`src/rtl/faa_pkg.sv`:
```
// Package for the fault alarm annunciator: types, codes and reset constants.
package faa_pkg;

    localparam int PEERS_DEFAULT = 16;

    localparam int ADDR_W = 4;
    localparam int DATA_W = 32;

    // register indexes, taken from paddr[3:2]
    localparam logic [1:0] REG_PEER_TIMEOUT = 2'd0;
    localparam logic [1:0] REG_BLINK_INTERVAL = 2'd1;
    localparam logic [1:0] REG_CRITICAL_A = 2'd2;
    localparam logic [1:0] REG_CRITICAL_B = 2'd3;

    localparam logic [15:0] PEER_TIMEOUT_RESET = 16'd10000;
    localparam logic [15:0] BLINK_INTERVAL_RESET = 16'd500;
    localparam logic [3:0] CRITICAL_A_RESET = 4'd1;
    localparam logic [3:0] CRITICAL_B_RESET = 4'd2;

    // event kinds
    localparam logic [2:0] KIND_LOCAL_FAULT = 3'd0;
    localparam logic [2:0] KIND_PEER_ALERT = 3'd1;
    localparam logic [2:0] KIND_PEER_CLEAR = 3'd2;
    localparam logic [2:0] KIND_CLEAR = 3'd3;
    localparam logic [2:0] KIND_TICK = 3'd4;

    typedef enum logic [1:0] {
        MODE_IDLE = 2'd0,
        MODE_LOCAL = 2'd1,
        MODE_PEER = 2'd2
    } mode_t;

    // buzzer codes: off, low tone and high tone
    typedef enum logic [1:0] {
        TONE_OFF = 2'd0,
        TONE_LOW = 2'd1,
        TONE_HIGH = 2'd2
    } tone_t;

    typedef struct packed {
        logic [2:0] kind;
        logic [3:0] peer_index;
        logic [3:0] fault_code;
    } in_item_t;

    typedef struct packed {
        logic [1:0] mode_out;
        logic [3:0] fault_out;
        logic       red_led;
        logic       green_led;
        logic [1:0] tone;
        logic       any_peer_alerting;
    } out_item_t;

endpackage

```
`src/rtl/fault_alarm_annunciator.sv`:
```
// Fault alarm annunciator top level: event register, state update, result register.
//
//  channel  | direction | handshake            | payload
//  ---------+-----------+----------------------+----------------------------
//  in       | input     | in_valid / in_stall  | in_item  (kind, peer, code)
//  out      | output    | out_valid / out_stall| out_item (mode, leds, tone)
//  cfg      | APB slave | psel/penable/pready  | paddr, pwdata, prdata
//
// One event per clock while the result side is not stalled. An event is captured in the
// input register, and the single state update between the two registers computes its
// result into the output register.
// Reset clears all control state and loads the register defaults.
// A stalled result holds; the input register still takes one more event and
// stalls only when both registers are full.
module fault_alarm_annunciator #(
    parameter int PEERS = faa_pkg::PEERS_DEFAULT
) (
    input  logic                     clk,
    input  logic                     rst_n,
    input  logic                     in_valid,
    output logic                     in_stall,
    input  faa_pkg::in_item_t        in_item,
    output logic                     out_valid,
    input  logic                     out_stall,
    output faa_pkg::out_item_t       out_item,
    input  logic                     psel,
    input  logic                     penable,
    input  logic                     pwrite,
    input  logic [faa_pkg::ADDR_W-1:0] paddr,
    input  logic [faa_pkg::DATA_W-1:0] pwdata,
    output logic [faa_pkg::DATA_W-1:0] prdata,
    output logic                     pready
);

    // configuration
    logic [15:0] peer_timeout_reg;
    logic [15:0] blink_interval_reg;
    logic [3:0]  critical_a_reg;
    logic [3:0]  critical_b_reg;
    logic        cfg_write;
    logic [1:0]  cfg_index;

    // pipeline
    logic               in_valid_reg;
    faa_pkg::in_item_t  in_item_reg;
    logic               out_valid_reg;
    faa_pkg::out_item_t out_item_reg;
    logic               advance;
    logic               load_in;

    // alarm state
    faa_pkg::mode_t     mode_reg, mode_next;
    logic [3:0]         fault_reg, fault_next;
    logic [PEERS-1:0]   peer_bits_reg, peer_bits_next;
    logic [31:0]        now_reg, now_next;
    logic [31:0]        alert_time_reg, alert_time_next;
    logic [31:0]        toggle_time_reg, toggle_time_next;
    logic               phase_reg, phase_next;
    logic               red_reg, red_next;
    logic               green_reg, green_next;
    faa_pkg::tone_t     tone_reg, tone_next;

    logic               peer_ok;
    logic [PEERS-1:0]   peer_mask;
    logic [31:0]        now_inc;
    logic               timed_out;
    logic               blink_due;
    logic               critical;

    assign pready    = 1'b1;
    assign cfg_index = paddr[3:2];
    assign cfg_write = psel && penable && pwrite;

    always_comb
    begin
        case (cfg_index)
            faa_pkg::REG_PEER_TIMEOUT:   prdata = {16'b0, peer_timeout_reg};
            faa_pkg::REG_BLINK_INTERVAL: prdata = {16'b0, blink_interval_reg};
            faa_pkg::REG_CRITICAL_A:     prdata = {28'b0, critical_a_reg};
            faa_pkg::REG_CRITICAL_B:     prdata = {28'b0, critical_b_reg};
            default:                     prdata = '0;
        endcase
    end

    always_ff @(posedge clk or negedge rst_n)
    begin
        if (!rst_n)
        begin
            peer_timeout_reg   <= faa_pkg::PEER_TIMEOUT_RESET;
            blink_interval_reg <= faa_pkg::BLINK_INTERVAL_RESET;
            critical_a_reg     <= faa_pkg::CRITICAL_A_RESET;
            critical_b_reg     <= faa_pkg::CRITICAL_B_RESET;
        end
        else if (cfg_write)
        begin
            case (cfg_index)
                faa_pkg::REG_PEER_TIMEOUT:   peer_timeout_reg   <= pwdata[15:0];
                faa_pkg::REG_BLINK_INTERVAL: blink_interval_reg <= pwdata[15:0];
                faa_pkg::REG_CRITICAL_A:     critical_a_reg     <= pwdata[3:0];
                faa_pkg::REG_CRITICAL_B:     critical_b_reg     <= pwdata[3:0];
                default:                     ;
            endcase
        end
    end

    // the event in the input register is processed when the result register
    // is free or being emptied this cycle
    assign advance   = in_valid_reg && (!out_valid_reg || !out_stall);
    assign load_in   = !in_valid_reg || advance;
    assign in_stall  = !load_in;
    assign out_valid = out_valid_reg;
    assign out_item  = out_item_reg;

    always_ff @(posedge clk or negedge rst_n)
    begin
        if (!rst_n)
        begin
            in_valid_reg  <= 1'b0;
            out_valid_reg <= 1'b0;
        end
        else
        begin
            if (load_in)
            begin
                in_valid_reg <= in_valid;
            end
            if (advance)
            begin
                out_valid_reg <= 1'b1;
            end
            else if (!out_stall)
            begin
                out_valid_reg <= 1'b0;
            end
        end
    end

    always_ff @(posedge clk)
    begin
        if (load_in && in_valid)
        begin
            in_item_reg <= in_item;
        end
        if (advance)
        begin
            out_item_reg.mode_out          <= mode_next;
            out_item_reg.fault_out         <= fault_next;
            out_item_reg.red_led           <= red_next;
            out_item_reg.green_led         <= green_next;
            out_item_reg.tone              <= tone_next;
            out_item_reg.any_peer_alerting <= |peer_bits_next;
        end
    end

    assign peer_ok   = 32'(in_item_reg.peer_index) < PEERS;
    assign peer_mask = peer_ok ? (PEERS'(1) << in_item_reg.peer_index) : '0;
    assign now_inc   = now_reg + 32'd1;
    assign timed_out = (now_inc - alert_time_reg) >= {16'b0, peer_timeout_reg};
    assign blink_due = (now_inc - toggle_time_reg) >= {16'b0, blink_interval_reg};
    assign critical  = (in_item_reg.fault_code == critical_a_reg) ||
                       (in_item_reg.fault_code == critical_b_reg);

    always_comb
    begin
        logic go_idle;
        go_idle          = 1'b0;
        mode_next        = mode_reg;
        fault_next       = fault_reg;
        peer_bits_next   = peer_bits_reg;
        now_next         = now_reg;
        alert_time_next  = alert_time_reg;
        toggle_time_next = toggle_time_reg;
        phase_next       = phase_reg;
        red_next         = red_reg;
        green_next       = green_reg;
        tone_next        = tone_reg;

        case (in_item_reg.kind)
            faa_pkg::KIND_LOCAL_FAULT:
            begin
                fault_next = in_item_reg.fault_code;
                mode_next  = faa_pkg::MODE_LOCAL;
                green_next = 1'b0;
                tone_next  = critical ? faa_pkg::TONE_HIGH : faa_pkg::TONE_LOW;
            end
            faa_pkg::KIND_PEER_ALERT:
            begin
                peer_bits_next = peer_bits_reg | peer_mask;
                if (mode_reg != faa_pkg::MODE_LOCAL)
                begin
                    alert_time_next = now_reg;
                    fault_next      = in_item_reg.fault_code;
                    if (mode_reg != faa_pkg::MODE_PEER)
                    begin
                        mode_next  = faa_pkg::MODE_PEER;
                        green_next = 1'b0;
                        tone_next  = faa_pkg::TONE_LOW;
                    end
                end
            end
            faa_pkg::KIND_PEER_CLEAR:
            begin
                peer_bits_next = peer_bits_reg & ~peer_mask;
                go_idle = (mode_reg == faa_pkg::MODE_PEER) && (peer_bits_next == '0);
            end
            faa_pkg::KIND_CLEAR:
            begin
                go_idle = 1'b1;
            end
            faa_pkg::KIND_TICK:
            begin
                now_next = now_inc;
                if (mode_reg != faa_pkg::MODE_IDLE)
                begin
                    if (mode_reg == faa_pkg::MODE_PEER && timed_out)
                    begin
                        go_idle = 1'b1;
                    end
                    else if (blink_due)
                    begin
                        toggle_time_next = now_inc;
                        phase_next       = !phase_reg;
                        red_next         = !phase_reg;
                    end
                end
            end
            default:
            begin
                // unknown event: state unchanged, current outputs reported
            end
        endcase

        if (go_idle)
        begin
            peer_bits_next = '0;
            mode_next      = faa_pkg::MODE_IDLE;
            fault_next     = 4'd0;
            tone_next      = faa_pkg::TONE_OFF;
            red_next       = 1'b0;
            green_next     = 1'b1;
        end
    end

    always_ff @(posedge clk or negedge rst_n)
    begin
        if (!rst_n)
        begin
            mode_reg        <= faa_pkg::MODE_IDLE;
            fault_reg       <= 4'd0;
            peer_bits_reg   <= '0;
            now_reg         <= 32'd0;
            alert_time_reg  <= 32'd0;
            toggle_time_reg <= 32'd0;
            phase_reg       <= 1'b0;
            red_reg         <= 1'b0;
            green_reg       <= 1'b1;
            tone_reg        <= faa_pkg::TONE_OFF;
        end
        else if (advance)
        begin
            mode_reg        <= mode_next;
            fault_reg       <= fault_next;
            peer_bits_reg   <= peer_bits_next;
            now_reg         <= now_next;
            alert_time_reg  <= alert_time_next;
            toggle_time_reg <= toggle_time_next;
            phase_reg       <= phase_next;
            red_reg         <= red_next;
            green_reg       <= green_next;
            tone_reg        <= tone_next;
        end
    end

endmodule

```
`config.mk`:
```
export PLATFORM = sky130hd
export DESIGN_NAME = fault_alarm_annunciator
export DESIGN_NICKNAME = d
export VERILOG_FILES = /design/src/rtl/faa_pkg.sv /design/src/rtl/fault_alarm_annunciator.sv
export SDC_FILE = /design/constraint.sdc
export NUM_CORES = 1
export LEC_CHECK = 0
export BUFFER_PORTS_ARGS = -buffer_cell sky130_fd_sc_hd__buf_2
export CAP_MARGIN = 20
export CORE_UTILIZATION = 43
export CTS_BUF_LIST = sky130_fd_sc_hd__clkbuf_16
export CTS_CLUSTER_SIZE = 30
export DETAILED_ROUTE_END_ITERATION = 16
export PLACE_DENSITY_LB_ADDON = 0.1
export SLEW_MARGIN = 0
export SYNTH_ARGS = -nofsm -noshare
export SYNTH_HDL_FRONTEND = slang
export SYNTH_SLANG_ARGS = --single-unit
```
`constraint.sdc`:
```
create_clock -name clk -period 17.4 [get_ports clk]
set_input_delay 1.74 -clock clk [delete_from_list [all_inputs] [get_ports clk]]
set_output_delay 1.74 -clock clk [all_outputs]
set_load 0.005 [all_outputs]
```
# == Word level (Yosys, flattened, before mapping) ==
# Index checks and enable logic that the tools add are counted.
# totals
reg_bits,187
in_bits,54
elab_cells,103
# op_classes
n_addsub,3
order_cmp,2
eq_ne,13
n_shift,1
n_mux,29
bitwise_logic,4
reduce_logical,26
# op_table
cell,count
one-hot mux 32 bit (4 select lines),1
greater-or-equal comparator 32 x 16 -> 1 bit,2
subtractor 32 bit,2
adder 32 x 1 -> 32 bit (second input constant),1
one-hot mux 16 bit (2 select lines),1
AND 16 bit,1
zero test 16 bit,1
two-way mux 16 bit,1
inverter 16 bit,1
OR 16 bit,1
OR reduction 16 bit,1
left shift 1 x 4 -> 16 bit (first input constant),1
two-way mux 2 bit,7
two-way mux 1 bit,12
AND reduction 2 bit,5
equality test 4 bit,2
two-way mux 4 bit,2
one-hot mux 2 bit (2 select lines),2
one-hot mux 4 bit (2 select lines),1
equality test 2 bit (second input constant),3
equality test 3 x 2 -> 1 bit (second input constant),2
logical AND 1 bit,6
zero test 1 bit,5
AND reduction 5 bit,1
other kinds (13),16

# == Depth between registers and ports, before layout ==
# Gate-level depths: netlist of run 1.
# depth
ltp_word,9
ltp_mapped,24
ltp_nobuf,22

# == Worst setup path after synthesis of run 1 ==
# No wires, ideal clock.
# synth_path
path_type,reg2reg
from,register now_reg[0]
to,register toggle_time_reg[10]
setup_time_ns,0.125
arrival_ns,5.542
path_slack_ns,11.733
stages_incl_launch_ff,24
cell_sequence,dfrtp_1 > ha_1 > nand3_1 > or4_1 > nor2_1 > and3_1 > and3_1 > and3_1 > buf_2 > and3_1 > nand3_1 > xnor2_1 > ha_1 > nand2_1 > nor2_1 > nand4_1 > a21oi_1 > a211oi_1 > or4b_1 > a311o_1 > o31ai_4 > nand3_4 > buf_6 > mux2_4
# synth_between
elab_chain_cells,6
elab_cells_between_ends,8
cone_classes,add/sub (3); order compare (2); bitwise (1); reduce/logical (2)
# synth_lines
element,line,text
start: declaration,fault_alarm_annunciator.sv:55,"logic [31:0] now_reg, now_next;"
start signal: assignment,fault_alarm_annunciator.sv:264,now_reg <= now_next;
adder 32 x 1 -> 32 bit (*),fault_alarm_annunciator.sv:157,assign now_inc = now_reg + 32'd1;
net now_inc[22],fault_alarm_annunciator.sv:65,logic [31:0] now_inc;
subtractor 32 bit,fault_alarm_annunciator.sv:158,"assign timed_out = (now_inc - alert_time_reg) >= {16'b0, peer_timeout_reg};"
greater-or-equal comparator 32 x 16 -> 1 bit,fault_alarm_annunciator.sv:158,
logical AND 1 bit,fault_alarm_annunciator.sv:215,if (mode_reg == faa_pkg::MODE_PEER && timed_out)
inverter 1 bit (no line),n/a,
AND reduction 5 bit (no line) (*),n/a,
end signal: assignment,fault_alarm_annunciator.sv:266,toggle_time_reg <= toggle_time_next;
end: declaration,fault_alarm_annunciator.sv:57,"logic [31:0] toggle_time_reg, toggle_time_next;"
# The timed path passes the listed nets; every way through them passes the cells marked *.
# A chain may end at the register's enable or synchronous reset.

# == Final worst setup path of run 1 ==
# layout_path
from,register now_reg[0]
to,register toggle_time_reg[7]
# Same word-level chain as after synthesis.

==> results of run 1 <==
-- worst max-delay path: stages, from the launching register on --
cell and delay (ns):
dfrtp_1 0.54, ha_1 0.29, nand3_1 0.19, or4_1 0.65
nor2_1 0.26, and3_1 0.24, and3_1 0.24, and3_1 0.33
and3_1 0.27, xor2_1 0.38, ha_1 0.37, nand2_2 0.14
nor2_1 0.38, nand4_1 0.14, a21oi_1 0.28, a211oi_1 0.13
or4b_1 0.57, a311o_1 0.36, o31ai_4 0.31, nand3_4 0.61
mux2_4 0.52
-- worst paths after layout --
check / from / end / slack [ns] / depth (start not counted)
max reg2reg: now_reg[0] / toggle_time_reg[7] / 10.04 / 20
min: tone_reg[0] / tone_reg[0] / 0.48 / 2
max in group asynchronous: rst_n / now_reg[28] / 14.57 / 2
min reg2reg: tone_reg[0] / tone_reg[0] / 0.48 / 2
max: now_reg[0] / toggle_time_reg[7] / 10.04 / 20
min in group asynchronous: rst_n / out_valid / 1.34 / 1
-- power breakdown --
part           leakage, nW  internal, mW  switching [mW]
clock                0.276         0.209           0.173
sequential            2.35         0.519          0.0670
combinational         4.44         0.508           0.666
total                 7.06          1.24           0.905
-- cells in the final DEF (no fill, tap or decap), types with 37 or more instances in the layout --
cell       n
xor2_1    40
mux2_2    44
buf_2     63
inv_1    120
a21oi_1  100
ha_1      95
nor2_1   102
o21ai_0  127
nand2_1  176
xnor2_1   69
dfrtp_1  151
nand3_1   37
-- routing by layer --
layer	routed length [um]	vias to the layer above
met5	0	-
met4	576	0
met3	1430	35
met2	15440	255
met1	17980	5311
li1	-	5574
-- through the flow --
step,worst slack (ns),cells,power (mW),utilization
floorplan,11.73,1582,1.454,-
global placement,10.06,1965,1.738,0.4544
detailed placement,10.09,1966,1.764,0.4553
CTS,10.05,1998,2.157,0.4730
global route,9.559,1998,2.330,0.4730
finish,10.04,1998,2.141,0.4730
-- cell type report --
class | count | area, sq um | share of cell area
Clock inverter | 15 | 133.9 | 0.008947
Clock buffer | 17 | 425.4 | 0.02843
Multi-Input combinational cell | 1188 | 8248 | 0.5512
Inverter | 117 | 439.2 | 0.02935
Tap cell | 402 | 503.0 | 0.03361
Timing Repair Buffer | 72 | 406.6 | 0.02718
Sequential cell | 187 | 4807 | 0.3213
-- cell families after synthesis --
group           after synthesis
xor+xnor                    110
fa+ha+maj                    97
flops                       187
other cells                   2
mux                         100
compound gates              386
buf+inv                     207
simple gates                478
==> results_dict.tcl, run 1 <==
set metrics [dict create \
    status "completed" \
    peakVddDrop_v 0.00007584 \
    insertion_delay_ns 0.45 \
    postPlaceCellArea_sq_um 14400 \
    grt_usage 0.2213 \
    clock_skew_ns 0.01127 \
    antenna_found_initial 0 \
    grt_pass1_wl_um 57760 \
    yosys_warnings 0 \
    synth_flop_cell "dfrtp_1" \
    dieArea_sq_um 32980 \
    timing.final.crit_share 0.4228 \
    async_flop_share 0.8824 \
    fmax_mhz 135.9 \
    synth_compound_area_frac 0.1731 \
    synth_top_area_frac 0.2724 \
    start_kind "flop" \
    cts_root_buf "clkbuf_16" \
    syn_area_per_cell_sq_um 8.853 \
    port_buffers 64 \
    gr-usage-met2 0.3457 \
    holdWs_ns 0.4778 \
    setup_violations 0 \
    setup-tns-final_ns 0 \
    worstPathArrival_ns 7.68 \
    clkTransAtPathRegs_ns 0.07 \
    synth.most_common_cell "nand2_1" \
    path_max_fanout 33 \
    slew_viol_final 0 \
    cts_buffers 17 \
    period_minus_slack_ns 7.357 \
    grt_pass1_vias 11004 \
    yosys-top-cells-count "176 x nand2_1, 151 x dfrtp_1, 127 x o21ai_0" \
    max_slew_margin 0.3630 \
    cts-htree-levels 4 \
    synthTopCellsByArea "dfrtp_1 27%, ha_1 8.6%, edfxtp_1 4.8%" \
    nNetsFinal 1734 \
    drc 0 \
    ys_ff_latch 187 \
    die_y_um 181.6 \
    place_congestion 0.9098 \
    drt_iter0_drc 804 \
    synth_area_sq_um 13870 \
    finalWirelength_um 35430 \
    cts_tree "built" \
    grt_start_max_net_pins 95 \
    tightest_slew_ns 0.9555 \
    cts_max_path_buffers 2 \
    die_width_um 181.6 \
    synthCells 1567 \
    antenna_left 0 \
    grt.busiest_layer "met2" \
    vias_per_cell 5.593 \
    worstSetupPathType "flop to flop" \
    final_hold_viol_count 0 \
    maxCapViolations 0 \
    wire_per_inst_um 17.73 \
    synth-adder-area-share 0.08857 \
    synth-xor-area-share 0.07062 \
    syn_to_final_growth_pct 7.865 \
    seq_area_frac_synth 0.3465 \
    num_rows 65 \
    core_sq_um 31640 \
    hold_class "flop to flop" \
    p_leak_nw 7.064 \
    initial_core_util 0.4385 \
    ios 100 \
    synth_top_family_by_area "compound AO/OA/AOI/OAI gates" \
    hpwl_um 26820 \
    grtUsageMet1 0.3145 \
    met3_usage 0.03650 \
    nFillCells 3106 \
    cts_setup_buffers 0 \
    vias 11175 \
    diodes 0 \
    overflow 0 \
    cp-end-kind "flop" \
    drive_above_1_share 0.1328 \
    synth_edf_count 22 \
    synth.mux.area_fraction 0.08956 \
    powerDensity_nw_per_um2 143.1 \
    drtPass1Iterations 5 \
    synth_cell_types 86 \
    final_area_sq_um 14960 \
    postCtsResizedCells 0 \
    clkSinkCount 187 \
    yosys.area.top_type "dfrtp_1" \
    cp.required_ns 17.72 \
    holdBufCountCts 0 \
    rsz0062_at_grt "false" \
    synthSimpleGateAreaFrac 0.1673 \
]
Note: power is estimated with default switching activity, not from simulation.
==> inputs of run 2 (changes only) <==
--- a/config.mk
+++ b/config.mk
@@ -5,6 +5,7 @@
 export SDC_FILE = /design/constraint.sdc
 export NUM_CORES = 1
 export LEC_CHECK = 0
+export ABC_AREA = 1
 export BUFFER_PORTS_ARGS = -buffer_cell sky130_fd_sc_hd__buf_2
 export CAP_MARGIN = 20
 export CORE_UTILIZATION = 43
==> constraint.sdc (replaced) <==
create_clock -name clk -period 6.2 [get_ports clk]
set_input_delay 0.62 -clock clk [delete_from_list [all_inputs] [get_ports clk]]
set_output_delay 0.62 -clock clk [all_outputs]
set_load 0.005 [all_outputs]
==> results_dict.tcl, run 2 <==
set metrics [dict create \
    r2r_slack_ns 0.71 \
    wl_met1_um 19520 \
    drive_above_1_share 0.07758 \
    place_congestion 0.9319 \
    insertion_delay_ns 0.46 \
    slew_viol_final 0 \
    dp_worst_setup_slack_ns 0.6760 \
    core_sq_um 32780 \
    slowest_delay_ns 0.43 \
    cp-end-kind "flop" \
    grt_pass1_wl_um 63990 \
    crit_slowest_cell "dfrtp_1" \
    worstPathArrival_ns 5.84 \
    clkTransAtPathRegs_ns 0.07 \
    initial_core_util 0.4407 \
    period_minus_slack_ns 5.492 \
    clkSinkCount 187 \
    ys_ff_latch 187 \
    overflow 0 \
    synth.most_common_cell "nand2_1" \
    start_kind "flop" \
    syn_area_per_cell_sq_um 6.708 \
    worstSetupPathType "flop to flop" \
    top_layer "met4" \
    yosys.area.top_type "dfrtp_1" \
    grt_pass1_vias 12463 \
    setup_violations 0 \
    max_slew_margin 0.3051 \
    path_max_fanout 35 \
    status "completed" \
    hpwl_um 31960 \
    async_flop_share 0.8824 \
    antenna_left 0 \
    path_delay_family "simple AND/OR/NAND/NOR gates" \
    final_common_cell "nand2_1" \
    rsz0062_at_grt "false" \
    timing.final.crit_share 0.8858 \
    peakVddDrop_v 0.0002516 \
    layout.cells.most_common_list "691 x nand2_1, 400 x inv_1, 152 x nor2_1, 151 x dfrtp_1, 136 x o21ai_0" \
    cts_tree "built" \
    yosys_warnings 0 \
    hold_class "primary input to asynchronous set/reset pin" \
    r2r_start "now_reg[0]" \
    final_hold_viol_count 0 \
    vias_per_cell 4.951 \
    die_width_um 185.3 \
    drtPass1Iterations 5 \
    num_rows 66 \
    syn_to_final_growth_pct 9.127 \
    ios 100 \
    synthCells 2154 \
    dp_cells 2627 \
    synth_flop_cell "dfrtp_1" \
    synth_edf_count 22 \
    cts_max_path_buffers 2 \
    grt_start_max_net_pins 87 \
    synth_top_area_frac 0.2615 \
    maxCapViolations 0 \
    wire_per_inst_um 14.96 \
    vias 13166 \
    p_leak_nw 8.529 \
    cp.required_ns 6.54 \
    cp_common_cell "nand2_1" \
    synth_cell_types 56 \
    synth_area_sq_um 14450 \
    final_area_sq_um 15770 \
    cts_buffers 17 \
    wl_met2_um 18010 \
    r2r_cells 29 \
    finalWirelength_um 39790 \
    wl_met3_um 1727 \
    antenna_found_initial 0 \
    fin_ws_ns 0.7080 \
    postPlaceCellArea_sq_um 15170 \
    holdWs_ns 0.1962 \
    cts-htree-levels 4 \
    diodes 0 \
    tightest_slew_ns 1.038 \
    die_y_um 185.3 \
    grt_usage 0.2416 \
    yosys-top-cells-count "692 x nand2_1, 399 x inv_1, 153 x nor2_1" \
    cts_root_buf "clkbuf_16" \
    drt_iter0_drc 759 \
    holdBufCountCts 0 \
    postCtsResizedCells 0 \
    critPathBufInv 3 \
    clock_skew_ns 0.01165 \
    dieArea_sq_um 34340 \
    drc 0 \
    synthTopCellsByArea "dfrtp_1 26%, nand2_1 18%, inv_1 10%" \
    seq_area_frac_synth 0.3327 \
    stdcell_count 2659 \
    nNetsFinal 2355 \
    r2r_end "toggle_time_reg[9]" \
    port_buffers 64 \
    powerDensity_nw_per_um2 441.9 \
    cts_setup_buffers 0 \
    setup-tns-final_ns 0 \
    fmax_mhz 182.1 \
    cp.depth 29 \
]
-- run 2: worst max-delay path by stage --
| stage | slack, ns | endpoint | startpoint |
|---|---|---|---|
| 4_1_cts | 0.65 | toggle_time_reg[15] | now_reg[0] |
| 6_report | 0.71 | toggle_time_reg[9] | now_reg[0] |
| 3_5_place_dp | 0.68 | toggle_time_reg[15] | now_reg[0] |
| 3_3_place_gp | 0.70 | toggle_time_reg[9] | now_reg[0] |
| 2_1_floorplan | 2.05 | phase_reg | now_reg[0] |
| 5_1_grt | 0.03 | toggle_time_reg[5] | now_reg[0] |
-- run 2: cell type report --
cell class	instances	area [sq um]
clock buffer	17	425.4
clock inverter	15	171.4
fill	3422	17020
inverter	408	1536
multi-input combinational	1517	7843
sequential	187	4807
tap	442	553.0
timing repair buffer	73	431.7
-- run 2: layer usage --
metal	vias up	global-route usage
li1	6840	-
met1	6051	0.3316
met2	238	0.3987
met3	37	0.03559
met4	0	0.05455
met5	-	0
-- run 2: worst reg2reg max path: cells and delay by family (launching register included) --
kind / cells / cell delay [ns]
AOI/OAI and AO/OA: 1 / 0.04
xor gates and xnor gates: 1 / 0.29
DFF: 1 / 0.43
buffers and inverters: 3 / 0.51
adders and majority gates: 2 / 0.65
and+or+nand+nor: 22 / 3.45
-- run 2: per-stage QoR --
| stage | utilization | power, mW |
|---|---|---|
| 2_1_floorplan | - | 4.696 |
| 3_3_place_gp | 0.4628 | 5.702 |
| 3_5_place_dp | 0.4628 | 5.826 |
| 4_1_cts | 0.4810 | 6.997 |
| 5_1_grt | 0.4810 | 7.692 |
| 6_report | 0.4810 | 6.968 |
-- run 2: cells by family after synthesis --
group,synth area share
AO/OA/AOI/OAI,0.1144
XOR/XNOR,0.03689
adder cells (fa/ha/maj),0.08504
buffers and inverters,0.1297
flip-flops,0.3327
other,0.0005198
AND/OR/NAND/NOR,0.3007
-- run 2: power by group --
group          switching [mW]  internal [mW]
Combinational            2.71           1.45
Sequential              0.159           1.51
Clock                   0.508          0.635
